[src/sv/crc16_framed_packet_receiver_macros.svh]
// Assertion macros used by the framed packet receiver top level
`ifndef CRC16_FRAMED_PACKET_RECEIVER_MACROS_SVH
`define CRC16_FRAMED_PACKET_RECEIVER_MACROS_SVH

// antecedent holds -> consequent holds in the same cycle
`define CRCFPR_ASSERT_IMP(label, clk, rst, ante, cons, msg) \
  label: assert property (@(posedge clk) disable iff (rst) (ante) |-> (cons)) \
    else $error(msg);

// antecedent holds -> consequent holds in the next cycle
`define CRCFPR_ASSERT_NEXT(label, clk, rst, ante, cons, msg) \
  label: assert property (@(posedge clk) disable iff (rst) (ante) |=> (cons)) \
    else $error(msg);

`endif

[src/sv/crcfpr_pkg.sv]
// Types and constants of the framed packet receiver
package crcfpr_pkg;

  localparam int unsigned MAX_PAYLOAD  = 32;
  localparam int unsigned DETECT_LEN   = 12;
  localparam int unsigned SAMPLE_BYTES = 12;
  localparam int unsigned CFG_INDEX_W  = 2;

  localparam logic [15:0] CRC_INIT = 16'hFFFF;
  localparam logic [15:0] CRC_POLY = 16'hA001;
  localparam logic [7:0]  SYNC1    = 8'hAA;
  localparam logic [7:0]  SYNC2    = 8'h55;
  localparam logic [7:0]  HEARTBEAT_LEN = 8'd1;
  localparam logic [7:0]  STATUS_LEN    = 8'd2;

  localparam logic [CFG_INDEX_W-1:0] REG_PROTOCOL_VERSION = 2'd0;
  localparam logic [CFG_INDEX_W-1:0] REG_HEARTBEAT_TYPE   = 2'd1;
  localparam logic [CFG_INDEX_W-1:0] REG_DETECT_TYPE      = 2'd2;
  localparam logic [CFG_INDEX_W-1:0] REG_STATUS_TYPE      = 2'd3;

  localparam logic [2:0] EV_DETECT    = 3'd0;
  localparam logic [2:0] EV_HEARTBEAT = 3'd1;
  localparam logic [2:0] EV_STATUS    = 3'd2;
  localparam logic [2:0] EV_CRC       = 3'd3;
  localparam logic [2:0] EV_VERSION   = 3'd4;
  localparam logic [2:0] EV_TYPE      = 3'd5;
  localparam logic [2:0] EV_LENGTH    = 3'd6;

  typedef struct packed {
    logic [7:0] protocol_version;
    logic [7:0] heartbeat_type;
    logic [7:0] detect_type;
    logic [7:0] status_type;
  } cfg_t;

  typedef logic [SAMPLE_BYTES-1:0][7:0] sample_t;

  typedef struct packed {
    logic [2:0]         event_kind;
    logic [7:0]         frame_sequence;
    logic [7:0]         sequence_gap;
    logic signed [15:0] position_tenths_cm;
    logic signed [15:0] velocity_tenths_cm_s;
    logic [15:0]        source_time_ms;
    logic [7:0]         stable_flag;
    logic [7:0]         confidence_level;
    logic [15:0]        pixel_x;
    logic [15:0]        pixel_y;
    logic               sample_valid;
  } event_t;

endpackage

[src/sv/crcfpr_cfg_regs.sv]
// Configuration register bank of the framed packet receiver
module crcfpr_cfg_regs (
  input  logic                               clk,
  input  logic                               rst,
  input  logic                               cfg_valid,
  output logic                               cfg_ready,
  input  logic [crcfpr_pkg::CFG_INDEX_W-1:0] cfg_index,
  input  logic [7:0]                         cfg_data,
  output crcfpr_pkg::cfg_t                   cfg
);
  import crcfpr_pkg::*;

  assign cfg_ready = 1'b1;

  always_ff @(posedge clk) begin
    if (rst) begin
      cfg.protocol_version <= 8'd1;
      cfg.heartbeat_type   <= 8'd1;
      cfg.detect_type      <= 8'd2;
      cfg.status_type      <= 8'd3;
    end else if (cfg_valid && cfg_ready) begin
      case (cfg_index)
        REG_PROTOCOL_VERSION: cfg.protocol_version <= cfg_data;
        REG_HEARTBEAT_TYPE:   cfg.heartbeat_type   <= cfg_data;
        REG_DETECT_TYPE:      cfg.detect_type      <= cfg_data;
        REG_STATUS_TYPE:      cfg.status_type      <= cfg_data;
        default: ;
      endcase
    end
  end

endmodule

[src/sv/crcfpr_parser.sv]
// Frame parser: sync hunt, header checks, payload capture, CRC-16/MODBUS and events
module crcfpr_parser (
  input  logic               clk,
  input  logic               rst,
  input  logic               fire,
  input  logic [7:0]         rx_byte,
  input  crcfpr_pkg::cfg_t   cfg,
  output logic               ev_valid,
  output crcfpr_pkg::event_t ev
);
  import crcfpr_pkg::*;

  localparam logic [3:0] PH_SYNC1   = 4'd0;
  localparam logic [3:0] PH_SYNC2   = 4'd1;
  localparam logic [3:0] PH_VERSION = 4'd2;
  localparam logic [3:0] PH_TYPE    = 4'd3;
  localparam logic [3:0] PH_SEQ     = 4'd4;
  localparam logic [3:0] PH_LENGTH  = 4'd5;
  localparam logic [3:0] PH_PAYLOAD = 4'd6;
  localparam logic [3:0] PH_CRC_LO  = 4'd7;
  localparam logic [3:0] PH_CRC_HI  = 4'd8;

  localparam logic [1:0] CLS_DETECT    = 2'd0;
  localparam logic [1:0] CLS_HEARTBEAT = 2'd1;
  localparam logic [1:0] CLS_STATUS    = 2'd2;
  localparam logic [1:0] CLS_AMBIGUOUS = 2'd3;

  localparam logic [7:0] MAX_LEN   = 8'(MAX_PAYLOAD);
  localparam logic [7:0] DET_LEN   = 8'(DETECT_LEN);
  localparam logic [7:0] STORE_LEN = 8'(SAMPLE_BYTES);

  function automatic logic [15:0] crc_byte(input logic [15:0] c, input logic [7:0] b);
    logic [15:0] r;
    r = c ^ {8'h00, b};
    for (int k = 0; k < 8; k++) begin
      r = r[0] ? ((r >> 1) ^ CRC_POLY) : (r >> 1);
    end
    return r;
  endfunction

  function automatic event_t put_sample(input event_t e, input sample_t s);
    event_t r;
    r = e;
    r.position_tenths_cm   = {s[1], s[0]};
    r.velocity_tenths_cm_s = {s[3], s[2]};
    r.source_time_ms       = {s[5], s[4]};
    r.stable_flag          = s[6];
    r.confidence_level     = s[7];
    r.pixel_x              = {s[9], s[8]};
    r.pixel_y              = {s[11], s[10]};
    return r;
  endfunction

  logic [3:0]  phase, phase_next;
  logic [15:0] crc, crc_next;
  logic [7:0]  crc_lo, crc_lo_next;
  logic [1:0]  frame_class, frame_class_next;
  logic [7:0]  frame_seq, frame_seq_next;
  logic [7:0]  exp_len, exp_len_next;
  logic [7:0]  count, count_next;
  logic [7:0]  last_seq, last_seq_next;
  logic        seen_seq, seen_seq_next;
  sample_t     payload_store;
  sample_t     stored_sample;
  logic        store_we;
  logic        sample_we;
  logic        restart;
  logic [15:0] crc_upd;
  logic [15:0] crc_sync;
  logic [7:0]  gap;
  logic [1:0]  hits;
  logic        len_bad;

  assign crc_upd  = crc_byte(crc, rx_byte);
  assign crc_sync = crc_byte(CRC_INIT, rx_byte);
  assign gap      = seen_seq ? (frame_seq - (last_seq + 8'd1)) : 8'd0;
  assign hits     = 2'(rx_byte == cfg.heartbeat_type) + 2'(rx_byte == cfg.detect_type)
                  + 2'(rx_byte == cfg.status_type);
  assign len_bad  = (rx_byte > MAX_LEN)
                 || (frame_class == CLS_AMBIGUOUS)
                 || (frame_class == CLS_HEARTBEAT && rx_byte != HEARTBEAT_LEN)
                 || (frame_class == CLS_DETECT && rx_byte != DET_LEN)
                 || (frame_class == CLS_STATUS && rx_byte != STATUS_LEN);

  always_comb begin
    phase_next       = phase;
    crc_next         = crc;
    crc_lo_next      = crc_lo;
    frame_class_next = frame_class;
    frame_seq_next   = frame_seq;
    exp_len_next     = exp_len;
    count_next       = count;
    last_seq_next    = last_seq;
    seen_seq_next    = seen_seq;
    store_we         = 1'b0;
    sample_we        = 1'b0;
    restart          = 1'b0;
    ev_valid         = 1'b0;
    ev               = '0;
    case (phase)
      PH_SYNC2: begin
        if (rx_byte == SYNC2) begin
          crc_next   = crc_upd;
          phase_next = PH_VERSION;
        end else if (rx_byte == SYNC1) begin
          crc_next = crc_sync;
        end else begin
          restart = 1'b1;
        end
      end
      PH_VERSION: begin
        if (rx_byte != cfg.protocol_version) begin
          restart       = 1'b1;
          ev_valid      = 1'b1;
          ev.event_kind = EV_VERSION;
        end else begin
          crc_next   = crc_upd;
          phase_next = PH_TYPE;
        end
      end
      PH_TYPE: begin
        if (hits == 2'd0) begin
          restart       = 1'b1;
          ev_valid      = 1'b1;
          ev.event_kind = EV_TYPE;
        end else begin
          if (hits > 2'd1) begin
            frame_class_next = CLS_AMBIGUOUS;
          end else if (rx_byte == cfg.detect_type) begin
            frame_class_next = CLS_DETECT;
          end else if (rx_byte == cfg.heartbeat_type) begin
            frame_class_next = CLS_HEARTBEAT;
          end else begin
            frame_class_next = CLS_STATUS;
          end
          crc_next   = crc_upd;
          phase_next = PH_SEQ;
        end
      end
      PH_SEQ: begin
        frame_seq_next = rx_byte;
        crc_next       = crc_upd;
        phase_next     = PH_LENGTH;
      end
      PH_LENGTH: begin
        if (len_bad) begin
          restart       = 1'b1;
          ev_valid      = 1'b1;
          ev.event_kind = EV_LENGTH;
        end else begin
          exp_len_next = rx_byte;
          count_next   = 8'd0;
          crc_next     = crc_upd;
          phase_next   = (rx_byte == 8'd0) ? PH_CRC_LO : PH_PAYLOAD;
        end
      end
      PH_PAYLOAD: begin
        store_we   = (count < STORE_LEN);
        crc_next   = crc_upd;
        count_next = count + 8'd1;
        if (count_next >= exp_len) begin
          phase_next = PH_CRC_LO;
        end
      end
      PH_CRC_LO: begin
        crc_lo_next = rx_byte;
        phase_next  = PH_CRC_HI;
      end
      PH_CRC_HI: begin
        restart  = 1'b1;
        ev_valid = 1'b1;
        if ({rx_byte, crc_lo} != crc) begin
          ev.event_kind = EV_CRC;
        end else begin
          last_seq_next     = frame_seq;
          seen_seq_next     = 1'b1;
          ev.frame_sequence = frame_seq;
          ev.sequence_gap   = gap;
          case (frame_class)
            CLS_DETECT: begin
              sample_we       = 1'b1;
              ev              = put_sample(ev, payload_store);
              ev.event_kind   = EV_DETECT;
              ev.sample_valid = 1'b1;
            end
            CLS_HEARTBEAT: begin
              ev.event_kind = EV_HEARTBEAT;
            end
            default: begin
              ev            = put_sample(ev, stored_sample);
              ev.event_kind = EV_STATUS;
            end
          endcase
        end
      end
      default: begin
        phase_next   = (rx_byte == SYNC1) ? PH_SYNC2 : PH_SYNC1;
        crc_next     = (rx_byte == SYNC1) ? crc_sync : CRC_INIT;
        crc_lo_next  = 8'd0;
        exp_len_next = 8'd0;
        count_next   = 8'd0;
      end
    endcase
    if (restart) begin
      phase_next   = PH_SYNC1;
      crc_next     = CRC_INIT;
      crc_lo_next  = 8'd0;
      exp_len_next = 8'd0;
      count_next   = 8'd0;
    end
  end

  always_ff @(posedge clk) begin
    if (rst) begin
      phase         <= PH_SYNC1;
      crc           <= CRC_INIT;
      crc_lo        <= 8'd0;
      frame_class   <= CLS_DETECT;
      frame_seq     <= 8'd0;
      exp_len       <= 8'd0;
      count         <= 8'd0;
      last_seq      <= 8'd0;
      seen_seq      <= 1'b0;
      stored_sample <= '0;
    end else if (fire) begin
      phase       <= phase_next;
      crc         <= crc_next;
      crc_lo      <= crc_lo_next;
      frame_class <= frame_class_next;
      frame_seq   <= frame_seq_next;
      exp_len     <= exp_len_next;
      count       <= count_next;
      last_seq    <= last_seq_next;
      seen_seq    <= seen_seq_next;
      if (sample_we) begin
        stored_sample <= payload_store;
      end
    end
  end

  always_ff @(posedge clk) begin
    if (fire && store_we) begin
      payload_store[count[3:0]] <= rx_byte;
    end
  end

endmodule

[src/sv/crc16_framed_packet_receiver.sv]
// Top level of the framed packet receiver: input register, parser and event register
//
//  channel | signals                                 | direction
//  --------+-----------------------------------------+----------
//  byte    | byte_valid, byte_stall, rx_byte         | in
//  event   | event_valid, event_stall, event fields  | out
//  config  | cfg_valid, cfg_ready, cfg_index, cfg_data | in
//
// One byte per cycle while no event is stalled; a taken byte waits in the input register.
// The whole parse of a byte sits between the input register and the event register.
// Synchronous reset restores the register defaults and the sync hunt.
// A stalled event holds the parser; the input register takes one more request.
module crc16_framed_packet_receiver (
  input  logic                               clk,
  input  logic                               rst,
  input  logic                               byte_valid,
  output logic                               byte_stall,
  input  logic [7:0]                         rx_byte,
  output logic                               event_valid,
  input  logic                               event_stall,
  output logic [2:0]                         event_kind,
  output logic [7:0]                         frame_sequence,
  output logic [7:0]                         sequence_gap,
  output logic signed [15:0]                 position_tenths_cm,
  output logic signed [15:0]                 velocity_tenths_cm_s,
  output logic [15:0]                        source_time_ms,
  output logic [7:0]                         stable_flag,
  output logic [7:0]                         confidence_level,
  output logic [15:0]                        pixel_x,
  output logic [15:0]                        pixel_y,
  output logic                               sample_valid,
  input  logic                               cfg_valid,
  output logic                               cfg_ready,
  input  logic [crcfpr_pkg::CFG_INDEX_W-1:0] cfg_index,
  input  logic [7:0]                         cfg_data
);
  import crcfpr_pkg::*;
  `include "crc16_framed_packet_receiver_macros.svh"

  cfg_t       cfg;
  logic       in_held;
  logic [7:0] in_byte;
  logic       advance;
  logic       fire;
  logic       ev_valid;
  event_t     ev;
  event_t     ev_reg;

  assign advance    = !(event_valid && event_stall);
  assign fire       = in_held && advance;
  assign byte_stall = in_held && !advance;

  crcfpr_cfg_regs u_cfg (
    .clk       (clk),
    .rst       (rst),
    .cfg_valid (cfg_valid),
    .cfg_ready (cfg_ready),
    .cfg_index (cfg_index),
    .cfg_data  (cfg_data),
    .cfg       (cfg)
  );

  crcfpr_parser u_parser (
    .clk      (clk),
    .rst      (rst),
    .fire     (fire),
    .rx_byte  (in_byte),
    .cfg      (cfg),
    .ev_valid (ev_valid),
    .ev       (ev)
  );

  always_ff @(posedge clk) begin
    if (rst) begin
      in_held <= 1'b0;
    end else if (byte_valid && !byte_stall) begin
      in_held <= 1'b1;
    end else if (fire) begin
      in_held <= 1'b0;
    end
  end

  always_ff @(posedge clk) begin
    if (byte_valid && !byte_stall) begin
      in_byte <= rx_byte;
    end
  end

  always_ff @(posedge clk) begin
    if (rst) begin
      event_valid <= 1'b0;
    end else if (advance) begin
      event_valid <= fire && ev_valid;
    end
  end

  always_ff @(posedge clk) begin
    if (advance) begin
      ev_reg <= ev;
    end
  end

  assign event_kind           = ev_reg.event_kind;
  assign frame_sequence       = ev_reg.frame_sequence;
  assign sequence_gap         = ev_reg.sequence_gap;
  assign position_tenths_cm   = ev_reg.position_tenths_cm;
  assign velocity_tenths_cm_s = ev_reg.velocity_tenths_cm_s;
  assign source_time_ms       = ev_reg.source_time_ms;
  assign stable_flag          = ev_reg.stable_flag;
  assign confidence_level     = ev_reg.confidence_level;
  assign pixel_x              = ev_reg.pixel_x;
  assign pixel_y              = ev_reg.pixel_y;
  assign sample_valid         = ev_reg.sample_valid;

  `CRCFPR_ASSERT_IMP(a_hold_on_stall, clk, rst, event_valid && event_stall, !fire, "parser advanced under a stalled event")
  `CRCFPR_ASSERT_IMP(a_sample_only_detect, clk, rst, event_valid && sample_valid, event_kind == EV_DETECT, "sample marked valid on a non-detect event")
  `CRCFPR_ASSERT_IMP(a_error_no_seq, clk, rst, event_valid && (event_kind == EV_CRC || event_kind == EV_VERSION || event_kind == EV_TYPE || event_kind == EV_LENGTH), frame_sequence == 8'd0 && sequence_gap == 8'd0, "error event carries sequence data")
  `CRCFPR_ASSERT_NEXT(a_fire_drains, clk, rst, fire && !(byte_valid && !byte_stall), !in_held, "input register kept a consumed byte")

endmodule
[config.mk]
export PLATFORM = sky130hd
export DESIGN_NAME = crc16_framed_packet_receiver
export DESIGN_NICKNAME = d
export VERILOG_FILES = /design/src/sv/crcfpr_pkg.sv /design/src/sv/crcfpr_cfg_regs.sv /design/src/sv/crcfpr_parser.sv /design/src/sv/crc16_framed_packet_receiver.sv
export VERILOG_INCLUDE_DIRS = /design/src /design/src/sv
export SDC_FILE = /design/constraint.sdc
export NUM_CORES = 1
export LEC_CHECK = 0
export ABC_AREA = 1
export BUFFER_PORTS_ARGS = -buffer_cell sky130_fd_sc_hd__buf_2
export CAP_MARGIN = 30
export CELL_PAD_IN_SITES_DETAIL_PLACEMENT = 0
export CELL_PAD_IN_SITES_GLOBAL_PLACEMENT = 1
export CORE_MARGIN = 2
export CORE_UTILIZATION = 43
export CTS_BUF_LIST = sky130_fd_sc_hd__clkbuf_8
export DETAILED_ROUTE_END_ITERATION = 16
export GPL_TIMING_DRIVEN = 0
export PLACE_DENSITY = 0.74
export RECOVER_POWER = 25
export SYNTH_ARGS = -nofsm -noshare
export SYNTH_HDL_FRONTEND = slang
export SYNTH_SLANG_ARGS = --single-unit
[constraint.sdc]
create_clock -name clk -period 5.9 [get_ports clk]
set_input_delay 0.59 -clock clk [delete_from_list [all_inputs] [get_ports clk]]
set_output_delay 0.59 -clock clk [all_outputs]
set_load 0.01 [all_outputs]
==> impl_metrics.toml <==
[grt]
overflow = 0
grt_pass1_wl_um = 73000
grt_usage = 0.217
grt_pass1_vias = 13216
antenna_found_initial = 0
grt_max_degree = 66

[drt]
routed.top_layer = "met4"
wl_per_cell_um = 16.8
detail-route-antenna-nets = 0
drtPass1Iterations = 5
drt_iter0_drc = 843
wl_met3_um = 2280
wl_met2_um = 23100
wirelength_met1_um = 20400
via_count = 13712
viasPerCell = 4.90
drc = 0
drt_wl_total_um = 47000

[sta]
skew_ns = 0.0275
drv_slew = 0
totalNegativeSetupSlack_ns = 0
final-hold-violation-count = 0
finalSetupViolations = 0
max_freq_mhz = 207
min_period_ns = 4.83
grt_setup_unrepaired = "no"
worst_pin_slew_ns = 1.02
max_slew_margin = 0.320
period_share = 0.819

[floorplan]
io_pins = 142
design.die.area_mm2 = 0.0435
initial_core_util = 0.438
chipWidth_um = 209
core-area_mm2 = 0.0411
die_y_um = 209
num_rows = 74

[logic_synthesis]
synth.distinct_cells = 43
synth_edf_count = 220
syn_avg_cell_area_um2 = 9.05
synth_area_mm2 = 0.0180
synth_seq_cells = 413
synth_top_cell_by_area = "edfxtp_1"
yosysSeqAreaShare = 0.581
synth_ff_type = "edfxtp_1"
synth.top_cell.area_share = 0.367
postSynth.asyncResetShare = 0
synth_fp_nets = 2048
synth_cells = 1990
ys_warn_count = 0
netlist_top_cells_area = "edfxtp_1 (37%), dfxtp_1 (21%), nand2_1 (8.0%)"

[outcome]
status = "finished, final reports clean"

[critical_path]
cp-end-kind = "register"
required_ns = 6.43
worst_setup_path_start_kind = "register"
critPathKind = "reg2reg"
worst-path-max-fanout = 11
cp.arrival_ns = 5.36

[cells_and_area]
instances_no_fill = 2797
fin_nets = 2265
drive_above_1_share = 0.167
synthToLayoutAreaGrowth_pct = 15.3
num_antenna_cells = 0

[power_and_ir_drop]
power.density_mw_per_mm2 = 285
p_comb_frac = 0.060
switching_share = 0.244
p_sw_mw = 1.45
intPower_mw = 4.47
vdd.ir_drop.worst_mv = 0.133
pwr-share-seq = 0.526
pwr-share-clk = 0.414
p_leak_nw = 9.35

[placed_design]
port-buffer-count = 139
place.gp.congestion = 0.887
dpl.cell_count = 2665
hpwl_um = 32200

[flow_run]
drv_cap = 0

[clock_network]
cts_tree = "done"
clkSinkCount = 413
ctsResizeCount = 0
cts-root-buf = "clkbuf_8"
clock_path_buffers = 3
htree_levels = 3
cts_setup_buffers = 0
clk_pin_slew_worst_paths_ns = 0.06
cts_made_buffers = 72
holdBufCountCts = 0
clk_latency_ns = 0.62

[worst_hold_path]
holdCritPathClass = "in2reg"
-- critical path, cell delays in order, from the launching register on --
cell and delay, ns:
edfxtp_1 0.60, clkbuf_1 0.34, inv_1 0.13, clkbuf_1 0.57, or2_2 0.22, nand2_1 0.05, nor4b_1 0.29, nand2_1 0.17
inv_1 0.13, fa_1 0.39, nor2_1 0.12, inv_1 0.07, nor2_1 0.18, a21oi_1 0.12, nand3b_1 0.36, clkbuf_1 0.62
o21ai_0 0.24, o211ai_1 0.13
-- cell type report --
type	count	area [µm²]
Buffer	82	557
Tap cell	532	666
Clock inverter	48	191
Multi-Input combinational cell	1281	6180
Fill cell	3915	20300
Clock buffer	84	1160
Sequential cell	413	10500
Timing Repair Buffer	143	727
Inverter	214	813
-- cell usage after synthesis, types with 28 or more instances --
library cell and number:
nand2_2 91, xnor2_1 28, dfxtp_1 193, ha_1 33
inv_1 204, a21oi_1 69, nand2_1 386, clkbuf_1 37
nor2_1 347, o21ai_0 161, edfxtp_1 220, o21ai_1 33
nand3_1 41
-- state kept, by name (all words and copies together), names as in the netlist, 8 cells and up --
signal and flops:
u_parser.count 8, u_parser.last_seq 8, u_parser.crc_lo 8, confidence_level 8, stable_flag 8, u_parser.exp_len 8
position_tenths_cm 16, u_parser.stored_sample 96, frame_sequence 8, velocity_tenths_cm_s 16, u_parser.payload_store 96, u_parser.crc 16
u_parser.frame_seq 8, pixel_y 16, in_byte 8, pixel_x 16, u_cfg.cfg 32, sequence_gap 8
source_time_ms 16
-- kinds of logic after synthesis --
group,synth area share
simple gates,0.218
buf+inv,0.0761
compound gates,0.0769
other cells,0.000208
flops,0.581
fa+ha+maj,0.0251
xor+xnor,0.0229
-- path summary, 6_finish.rpt --
kind	from	endpoint	slack (ns)	cells past startpoint
setup reg to reg	in_byte[3]$_DFFE_PP_	u_parser.crc[8]$_SDFFE_PP1P_	1.07	17
hold reg to reg	u_parser.seen_seq$_SDFFE_PP0P_	u_parser.seen_seq$_SDFFE_PP0P_	0.46	2
hold / removal	rx_byte[5]	in_byte[5]$_DFFE_PP_	0.16	1
setup / recovery	in_byte[3]$_DFFE_PP_	u_parser.crc[8]$_SDFFE_PP1P_	1.07	17
-- power by group through the flow --
stage / clock [mW] / sequential, mW / combinational, mW
CTS: 2.51 / 3.11 / 0.362
finish: 2.45 / 3.11 / 0.357
detailed placement: 0 / 3.17 / 0.360
global route: 2.63 / 3.11 / 0.402
global placement: 0 / 3.17 / 0.347
floorplan: 0 / 3.15 / 0.236
-- routing by layer --
metal	vias up	track usage
met4	0	0.0823
met3	83	0.0334
li1	6837	-
met1	6460	0.273
met5	-	0
met2	332	0.376
-- per-stage QoR --
stage	hold slack (ns)	area [µm²]	worst slack (ns)	power [mW]	util
2_1_floorplan	0.436	18000	0.260	3.39	-
3_3_place_gp	0.455	19400	-2.02	3.52	0.471
3_5_place_dp	0.458	19500	1.07	3.53	0.473
4_1_cts	0.115	20800	1.05	5.98	0.506
5_1_grt	0.130	20800	0.728	6.15	0.505
6_report	0.156	20800	1.07	5.91	0.505
-- layout by cell type (no fill, tap or decap), drive strengths merged, types with 16 or more instances in the layout --
cell | netlist | routed
clkinv | 4 | 16
ha | 33 | 33
dfxtp | 193 | 193
nand3 | 41 | 41
buf | 45 | 179
o21ai | 194 | 194
nand2 | 478 | 478
inv | 210 | 245
nand4 | 16 | 16
a21oi | 69 | 69
nor3 | 21 | 21
nor2 | 348 | 348
clkbuf | 37 | 130
edfxtp | 220 | 220
xnor2 | 28 | 28
xor2 | 19 | 19
Note: power is estimated with default switching activity, not from simulation.
